--- config.mk ---
export PLATFORM = sky130hd
export DESIGN_NAME = arxm_div
export DESIGN_NICKNAME = d
export VERILOG_FILES = /design/src/sv/arx_model_step_with_coef_ramp_macros.svh /design/src/sv/arxm_pkg.sv /design/src/sv/arxm_div.sv
export SDC_FILE = /design/constraint.sdc
export NUM_CORES = 1
export LEC_CHECK = 0
export ABC_AREA = 0
export BUFFER_PORTS_ARGS = -buffer_cell sky130_fd_sc_hd__buf_2
export CORE_UTILIZATION = 30
export DETAILED_ROUTE_END_ITERATION = 16
export PLACE_DENSITY = 0.54
export SLEW_MARGIN = 10
export SYNTH_ARGS = -nofsm -noshare
export SYNTH_HDL_FRONTEND = slang
export SYNTH_SLANG_ARGS = --single-unit
--- constraint.sdc ---
create_clock -name i_clk -period 3 [get_ports i_clk]
set_input_delay 0.6 -clock i_clk [delete_from_list [all_inputs] [get_ports i_clk]]
set_output_delay 0.6 -clock i_clk [all_outputs]
set_load 0.005 [all_outputs]
--- src/sv/arx_model_step_with_coef_ramp_macros.svh ---
// Assertion macros shared by the ARX model RTL.
`ifndef ARX_MODEL_STEP_WITH_COEF_RAMP_MACROS_SVH
`define ARX_MODEL_STEP_WITH_COEF_RAMP_MACROS_SVH
`ifndef SYNTH
`define ARXM_AST_IMP(lbl, clk, rstn, ante, cons) \
    lbl: assert property (@(posedge clk) disable iff (!rstn) (ante) |-> (cons)) \
        else $error("ARX model: same-cycle check failed");
`define ARXM_AST_NXT(lbl, clk, rstn, ante, cons) \
    lbl: assert property (@(posedge clk) disable iff (!rstn) (ante) |=> (cons)) \
        else $error("ARX model: next-cycle check failed");
`else
`define ARXM_AST_IMP(lbl, clk, rstn, ante, cons)
`define ARXM_AST_NXT(lbl, clk, rstn, ante, cons)
`endif
`endif

--- src/sv/arxm_pkg.sv ---
// Types and codes shared by the ARX model block.
`timescale 1ns / 1ps
package arxm_pkg;

    typedef enum logic [2:0] {
        CMD_STEP        = 3'd0,
        CMD_LOAD_START  = 3'd1,
        CMD_LOAD_TARGET = 3'd2,
        CMD_RAMP        = 3'd3,
        CMD_RESTORE     = 3'd4
    } t_cmd;

    localparam logic [2:0] CFG_DELAY_K     = 3'd0;
    localparam logic [2:0] CFG_ORDER_A     = 3'd1;
    localparam logic [2:0] CFG_ORDER_B     = 3'd2;
    localparam logic [2:0] CFG_RAMP_PERIOD = 3'd3;

    typedef enum logic [2:0] {
        S_IDLE,
        S_TAP,
        S_DRAIN,
        S_OUT,
        S_DIVRD,
        S_DIV,
        S_SWEEP,
        S_SWEND
    } t_state;

    typedef struct packed {
        logic [2:0]         cmd;
        logic signed [31:0] sample_in;
        logic signed [31:0] noise_in;
        logic               coef_bank;
        logic [2:0]         coef_index;
        logic signed [31:0] coef_value;
    } t_in_item;

    typedef struct packed {
        logic signed [31:0] y_out;
        logic               saturated;
    } t_out_item;

    typedef struct packed {
        logic [2:0]  idx;
        logic [15:0] data;
    } t_cfg_req;

    typedef struct packed {
        logic busy;
        logic done;
    } t_div_stat;

endpackage

--- src/sv/arxm_div.sv ---
// Bit-serial signed divide of a coefficient difference by the ramp period.
`timescale 1ns / 1ps
module arxm_div
    import arxm_pkg::*;
(
    input  logic               i_clk,
    input  logic               i_rst_n,
    input  logic               i_start,
    input  logic signed [32:0] i_diff,
    input  logic [15:0]        i_period,
    output t_div_stat          o_stat,
    output logic signed [31:0] o_q
);
    logic        r_busy;
    logic        r_done;
    logic [4:0]  r_cnt;
    logic [16:0] r_rem;
    logic [31:0] r_quo;
    logic        r_neg;
    logic [15:0] r_d;
    logic [16:0] w_trial;
    logic [32:0] w_neg_diff;

    assign w_trial    = {r_rem[15:0], r_quo[31]};
    assign w_neg_diff = -i_diff;

    always_ff @(posedge i_clk) begin
        if (!i_rst_n) begin
            r_busy <= 1'b0;
            r_done <= 1'b0;
        end else begin
            r_done <= 1'b0;
            if (i_start) begin
                r_busy <= 1'b1;
            end else if (r_busy && r_cnt == 5'd31) begin
                r_busy <= 1'b0;
                r_done <= 1'b1;
            end
        end
    end

    always_ff @(posedge i_clk) begin
        if (i_start) begin
            r_neg <= i_diff[32];
            r_quo <= i_diff[32] ? w_neg_diff[31:0] : i_diff[31:0];
            r_rem <= '0;
            r_cnt <= '0;
            r_d   <= i_period;
        end else if (r_busy) begin
            r_cnt <= r_cnt + 5'd1;
            if (w_trial >= {1'b0, r_d}) begin
                r_rem <= w_trial - {1'b0, r_d};
                r_quo <= {r_quo[30:0], 1'b1};
            end else begin
                r_rem <= w_trial;
                r_quo <= {r_quo[30:0], 1'b0};
            end
        end
    end

    // Truncation toward zero comes from dividing the magnitude.
    always_comb begin
        if (r_neg) begin
            o_q = (r_quo > 32'h8000_0000) ? 32'sh8000_0000 : -$signed(r_quo);
        end else begin
            o_q = r_quo[31] ? 32'sh7fff_ffff : $signed(r_quo);
        end
    end

    assign o_stat = '{busy: r_busy, done: r_done};
endmodule

Word-level counts from Yosys, hierarchy flattened --
Index checks and enable logic that the tools add are counted.
Cells by class: reductions and logical operators 4, $lt $le $gt $ge 2, bitwise logic cells 1, equality and inequality tests 1, multiplexer cells 11, $add $sub $neg 4
Operators with widths (count):
- 2-to-1 mux 32 bit | 5
- negation 32 bit | 2
- greater-than comparator 32 bit, second input constant | 1
- 2-to-1 mux 31 bit | 1
- greater-or-equal comparator 17 x 16 -> 1 bit | 1
- 2-to-1 mux 16 bit | 1
- subtractor 16 bit | 1
- adder 5 x 1 -> 5 bit, second input constant | 1
- == test 5 bit, second input constant | 1
- 2-to-1 mux 1 bit | 4
- nonzero test 2 bit | 2
- OR reduction 2 bit | 1
- logical AND 1 bit | 1
- inverter 1 bit | 1
Storage, ports and cells: flip-flop bits (word level) 72

Logic depth before layout (Yosys ltp) --
Gate-level depths: netlist of the first run.
word-level depth 4, depth in mapped cells 12

Worst setup path after synthesis of the first run --
No wires, ideal clock.
path type reg2out, start register r_quo[0], end output port o_q[12], arrival time 2678 ps, stages on the path, launching flop included 11, required time 2400 ps, setup slack -278 ps, path through edfxtp_1 inv_1 ha_1 or3b_1 or3_1 buf_2 nor4_4 a21oi_2 nand2b_1 buf_2 o311ai_0
Between the ends: cells in the longest elaborated chain, start to end 3, elaborated cells on any way between the ends 4
Ends and longest elaborated chain:
- start: declaration | line arxm_div.sv:18 | logic [31:0] r_quo;
- start signal: assignment | line arxm_div.sv:45 | r_quo <= i_diff[32] ? w_neg_diff[31:0] : i_diff[31:0];
- start signal: assignment | line arxm_div.sv:53 | r_quo <= {r_quo[30:0], 1'b1};
- start signal: assignment | line arxm_div.sv:56 | r_quo <= {r_quo[30:0], 1'b0};
- negation 32 bit or greater-than comparator 32 bit (tied branches) | line arxm_div.sv:64 | o_q = (r_quo > 32'h8000_0000) ? 32'sh8000_0000 : -$signed(r_quo);
- 2-to-1 mux 32 bit (*) | line arxm_div.sv:64
- 2-to-1 mux 32 bit (*) | line arxm_div.sv:63 | if (r_neg) begin
- end: declaration | line arxm_div.sv:12 | output logic signed [31:0] o_q
Mark *: on every way between the ends. The rest lies on a longest branch, timed or not.

Final worst setup path of the first run --
start register r_quo[0], end output port o_q[22]
Same word-level chain as after synthesis.

==> reports/metrics.csv, run 1 <==
metric,value,unit
Iter 0 DRT Violations,294,
peak supply drop,0.221,mV
Most common cell on crit path,or3_4,
CTS tree,built,
"Period Utilization, post-route",122,%
port buffer count,85,
Post-Syn Area,5440,µm²
CP Data Required Time,2400,ps
post-synthesis instance total,635,
largest net degree at the start of global routing,73,
status,"complete, but fails checks",
Yosys cell types,66,
final core occ,43.3,%
Slew HR,56.1,%
drt pass-1 iters,5,
core area,17500,µm²
post-route worst setup slack,-652,ps
sequential area share after synthesis,35.5,%
critical path's slowest cell,edfxtp_1,
Seq cells post-synth,72,
synthesized area per cell,8.57,µm²
Synth Area in Compound Gates,23.8,%
mux cell area share after synthesis,3.15,%
maximum fanout along the worst path,4,
crit-path cells,inv_2 > ha_4 > or3b_4 > or3_4 > or2_2 > or3_4 > o41ai_2 > nand2_1 > o311ai_2 > buf_2,
"Top FF cell, synth",edfxtp_1,
Final setup viols,32,
worst-margin pin slew,658,ps
Die W,137,µm
LEAKAGE,3.05,nW
Worst Skew,8.71,ps
syn_nets,708,
layout cells sized above 1,34.1,%
max cap viols,0,
RSZ-0062 raised after global routing,yes,
Synth Area in Adders,4.97,%
# hold bufs at CTS,0,
Worst setup SP type,register,
Post-DRT Antenna Nets,0,
Yosys warning total,0,
GRT Util Overall,16.8,%
global-route congestion overflow total,0,
clock tree buffer depth,2,
Storage cell area,1930,µm²
crit-path max cell delay,410,ps
H-tree Lvls,3,
Cell Rows,48,
Critical Path AT,3050,ps
Die H,137,µm
Final Hold Fails,0,
fin crit period,3650,ps
Pwr Density,460,nW/µm²
antenna violations before repair,0,
drt wl/cell,15.5,µm
Num CTS Buffers,9,
Nets,854,
residual DRC count,0,
Sink Count,72,
Max Slew Vio Count,0,
clock slew at reported path FFs,60,ps
I/O Pins,86,
Post-synth EDFFs,49,
CP Class,reg2out,
largest family of logic cells by synthesized area,compound AO/OA/AOI/OAI gates,
Synth Area in Simple Gates,19.9,%
violated checks,setup timing,
worst hold path class,in2reg,
number of vias per cell,5.25,
gpl congestion,0.851,
filler cell count in the final layout,1685,
Clk Tree Root Cell,clkbuf_16,
Post-Synth XOR/XNOR Area,6.76,%
first-pass GRT wire length,24800,µm
HPWL Detailed,11600,µm
Post-synth ARST share,0,%
number of global-route vias before repair,5092,
Tot Pwr,3.49,mW
CP Capture Type,output port,
setup tns final,-15850,ps
Worst-Skew Late Latency,340,ps
multi-input logic area,3690,µm²
Die ar.,18700,µm²
DRT Wirelength,15700,µm
Area Growth Syn to Fin,39.2,%
vias,5326,
initial core utilization,31.1,%
Max Clk Rate,274,MHz
-- per-stage QoR --
| stage | instances | area [µm²] | worst slack, ps | hold WS (ps) |
|---|---|---|---|---|
| after floorplan | 635 | 5600 | -154 | 453 |
| after global placement | 981 | 6710 | -222 | 479 |
| after detailed placement | 981 | 6710 | -265 | 488 |
| after CTS | 1006 | 7220 | -578 | 425 |
| after global routing | 1011 | 7570 | -713 | 422 |
| final | 1014 | 7570 | -652 | 434 |
-- registers in the layout, indices dropped and copies added (netlist names) --
signal and flops:
r_busy 1, r_cnt 5, r_d 16, r_done 1
r_neg 1, r_quo 32, r_rem 16
-- worst paths after layout --
check / slack, ps / cells after the start / from / to
setup / recovery: -650 / 10 / r_quo[0] / o_q[22]
hold / removal: 430 / 1 / i_period[6] / r_d[6]
setup reg to reg: 360 / 9 / r_d[1] / r_rem[0]
hold reg to reg: 490 / 2 / r_rem[13] / r_rem[13]
-- per-layer routing --
metal / track usage (%) / wire, µm
met2: 27.4 / 7550
met5: 0 / 0
met1: 22.3 / 7350
met3: 2.30 / 558
met4: 6.85 / 267
-- logic make-up after synthesis --
family                   Yosys count
AO/OA/AOI/OAI                    191
XOR/XNOR                          42
adder cells (fa/ha/maj)           21
buffers and inverters             72
flip-flops                        72
multiplexers                      17
AND/OR/NAND/NOR                  220
-- cells in the mapped netlist (5+ instances only) --
cell       n  share of area, %
edfxtp_1  49                27
clkbuf_1  25               1.7
ha_1      20               4.6
xor2_1    28               4.5
inv_1     31               2.1
nor3_1    18               1.7
or3_1     11               1.3
o21a_1    11               1.5
nand2_1   54               3.7
dfxtp_1   23               8.5
xnor2_1   14               2.3
mux2i_1   16               2.9
nand3_1   10              0.92
o311ai_0  15               2.4
o21ai_0   32               2.9
nand2b_1   6              0.69
nor2_1    69               4.8
o31ai_1   15               2.1
o311ai_1   8               1.3
nor2b_1    7              0.80
nor4_1    12               1.4
or4_1      6              0.83
a211oi_1  13               1.8
nand4_1    7              0.80
a21boi_0   5              0.69
o41ai_1   11               1.8
a21oi_1   52               4.8
-- repair_timing --
item                                    CTS  global route
resized for setup                        30            63
endpoints found under the hold margin     0             0
setup buffers                             5             7
cloned                                    4             1
endpoints found under the setup margin   32            32
pin swaps                                 3            30
-- cells in the final DEF (no fill, tap or decap), drive strengths merged, types with 14 or more instances in the layout --
master / n
o21ai: 34
o31ai: 15
inv: 34
nor2: 69
ha: 20
xor2: 28
edfxtp: 49
nor3: 18
buf: 174
a21oi: 53
nand2: 54
o311ai: 23
mux2i: 16
xnor2: 14
dfxtp: 23
-- cell type report --
class                           instances  area share, %
Multi-Input combinational cell        492           48.7
Inverter                               31           1.54
Tap cell                              225           3.72
Sequential cell                        72           25.5
Antenna cell                            3         0.0991
Timing Repair Buffer                  175           16.5
Clock inverter                          6          0.644
Clock buffer                           10           3.30
-- report_power, final --
group,internal [mW],total [mW],switching (mW)
combinational,0.549,1.18,0.632
sequential,1.17,1.24,0.0728
clock,0.619,1.06,0.440
total,2.34,3.49,1.15
-- worst max-delay path: cells and delay by family, from the launching register on --
kind / cells / cell delay (ps)
fa+ha+maj: 1 / 130
simple gates: 5 / 1590
buf+inv: 2 / 260
compound gates: 2 / 330
flops: 1 / 410
No activity file was read; power rests on OpenSTA's default activity.
==> inputs of run 2 (changes only) <==
Settings changed: PLACE_DENSITY 0.54 to 0.5.
==> reports/metrics.csv, run 2 (synthesis gave the netlist of run 1 again) <==
metric,value,unit
status,"complete, but fails checks",
violated checks,setup timing,
Final Non-Filler Cells,1009,
Max Clk Rate,279,MHz
number of vias per cell,5.19,
maximum fanout along the worst path,9,
CP Class,reg2out,
CTS tree,built,
Tot Pwr,3.38,mW
initial core utilization,31.1,%
critical path's slowest cell,edfxtp_1,
dpl cells,979,
start point of the worst hold path,i_period[15],
Regs by FF count,"r_quo: 32 flops, r_d: 16 flops, r_rem: 16 flops",
Iter 0 DRT Violations,203,
Setup WS pre-CTS,-300,ps
WHS,437,ps
clock slew at reported path FFs,60,ps
number of global-route vias before repair,5000,
Area Growth Syn to Fin,35.5,%
HPWL Detailed,11400,µm
core area,17500,µm²
Crit. Startpoint,r_quo[0],
Placement Cell Area,6680,µm²
"Period Utilization, post-route",119,%
Die H,137,µm
Largest register FFs,32,
port buffer count,85,
Ant. Diodes,0,
antenna violations before repair,0,
Num CTS Buffers,9,
global-route congestion overflow total,0,
Post-DRT Antenna Nets,0,
Worst setup SP type,register,
Critical Path AT,2980,ps
GRT Util Overall,17.0,%
Die W,137,µm
post-route design area,7370,µm²
Worst Skew,8.14,ps
RSZ-0062 raised after global routing,yes,
largest net degree at the start of global routing,78,
worst hold path class,in2reg,
drt wl/cell,15.4,µm
I/O Pins,86,
Final Hold Fails,0,
Cell Rows,48,
family with the most delay on the worst path,simple AND/OR/NAND/NOR gates,
layout cells sized above 1,31.9,%
filler cell count in the final layout,1750,
Clk Tree Root Cell,clkbuf_16,
most frequent cells in the layout,"buf_2, buf_4, nor2_1",
H-tree Lvls,3,
crit-path cells,inv_2 > ha_4 > or3b_4 > or3_4 > nor4_4 > a21oi_4 > nand2b_4 > buf_12 > o311ai_2 > buf_2,
R2R Path Start,r_quo[31],
Nets,852,
Final setup viols,32,
drt pass-1 iters,4,
residual DRC count,0,
FF-to-FF setup slack,310,ps
CP Data Required Time,2400,ps
CP Capture Type,output port,
worst-margin pin slew,760,ps
peak supply drop,0.271,mV
Max Slew Vio Count,0,
DRT Wirelength,15600,µm
Worst-Skew Late Latency,330,ps
vias,5237,
fin crit period,3580,ps
Pwr Density,459,nW/µm²
crit-path max cell delay,410,ps
Sink Count,72,
clock tree buffer depth,2,
Slew HR,49.4,%
worst path bufs/invs,3,
post-route worst setup slack,-578,ps
Die ar.,18700,µm²
first-pass GRT wire length,25200,µm
gpl congestion,0.822,
LEAKAGE,2.97,nW
Biggest register,r_quo,
max cap viols,0,
"commonest non-fill, non-tap cell in the layout",buf_2,
[run 2: per-stage QoR]
step	utilization (%)	setup TNS (ps)
after detailed placement	38.2	-5540
after CTS	41.4	-14530
final	42.2	-14720
after floorplan	-	-1840
after global placement	38.2	-3740
after global routing	42.2	-18210
[run 2: layout make-up]
type                       instances  area, µm²  share of cell area (%)
tap                              225        282                    3.82
multi-input combinational        492       3560                    48.3
clock inverter                     7       55.1                   0.747
sequential                        72       1930                    26.2
clock buffer                       9        225                    3.05
timing repair buffer             173       1200                    16.3
inverter                          31        116                    1.58
[run 2: power by group]
group          leakage [nW]  total (mW)  switching (mW)  internal [mW]
clock network         0.133       0.995           0.428          0.568
logic                  2.17        1.14           0.615          0.530
registers             0.669        1.24          0.0706           1.17
total                  2.97        3.38            1.11           2.27
[run 2: metal layers]
layer / GRT usage [%] / part of all wire, %
met1: 22.3 / 47
met2: 29.3 / 50
met3: 2.19 / 2.7
met4: 4.63 / 0.76
met5: 0 / 0
[run 2: path summary, 6_finish.rpt]
| kind | endpoint | cells after the start |
|---|---|---|
| max | o_q[13] | 10 |
| min | r_d[15] | 1 |
| max reg2reg | r_rem[14] | 10 |
| min reg2reg | r_rem[13] | 2 |
[run 2: timing repair]
item | CTS | global route
gates cloned | 3 | 0
resized for setup | 40 | 19
buffers inserted | 6 | 5
pin swaps | 8 | 6
hold buffers | 0 | 0
setup endpoints to repair | 32 | 34
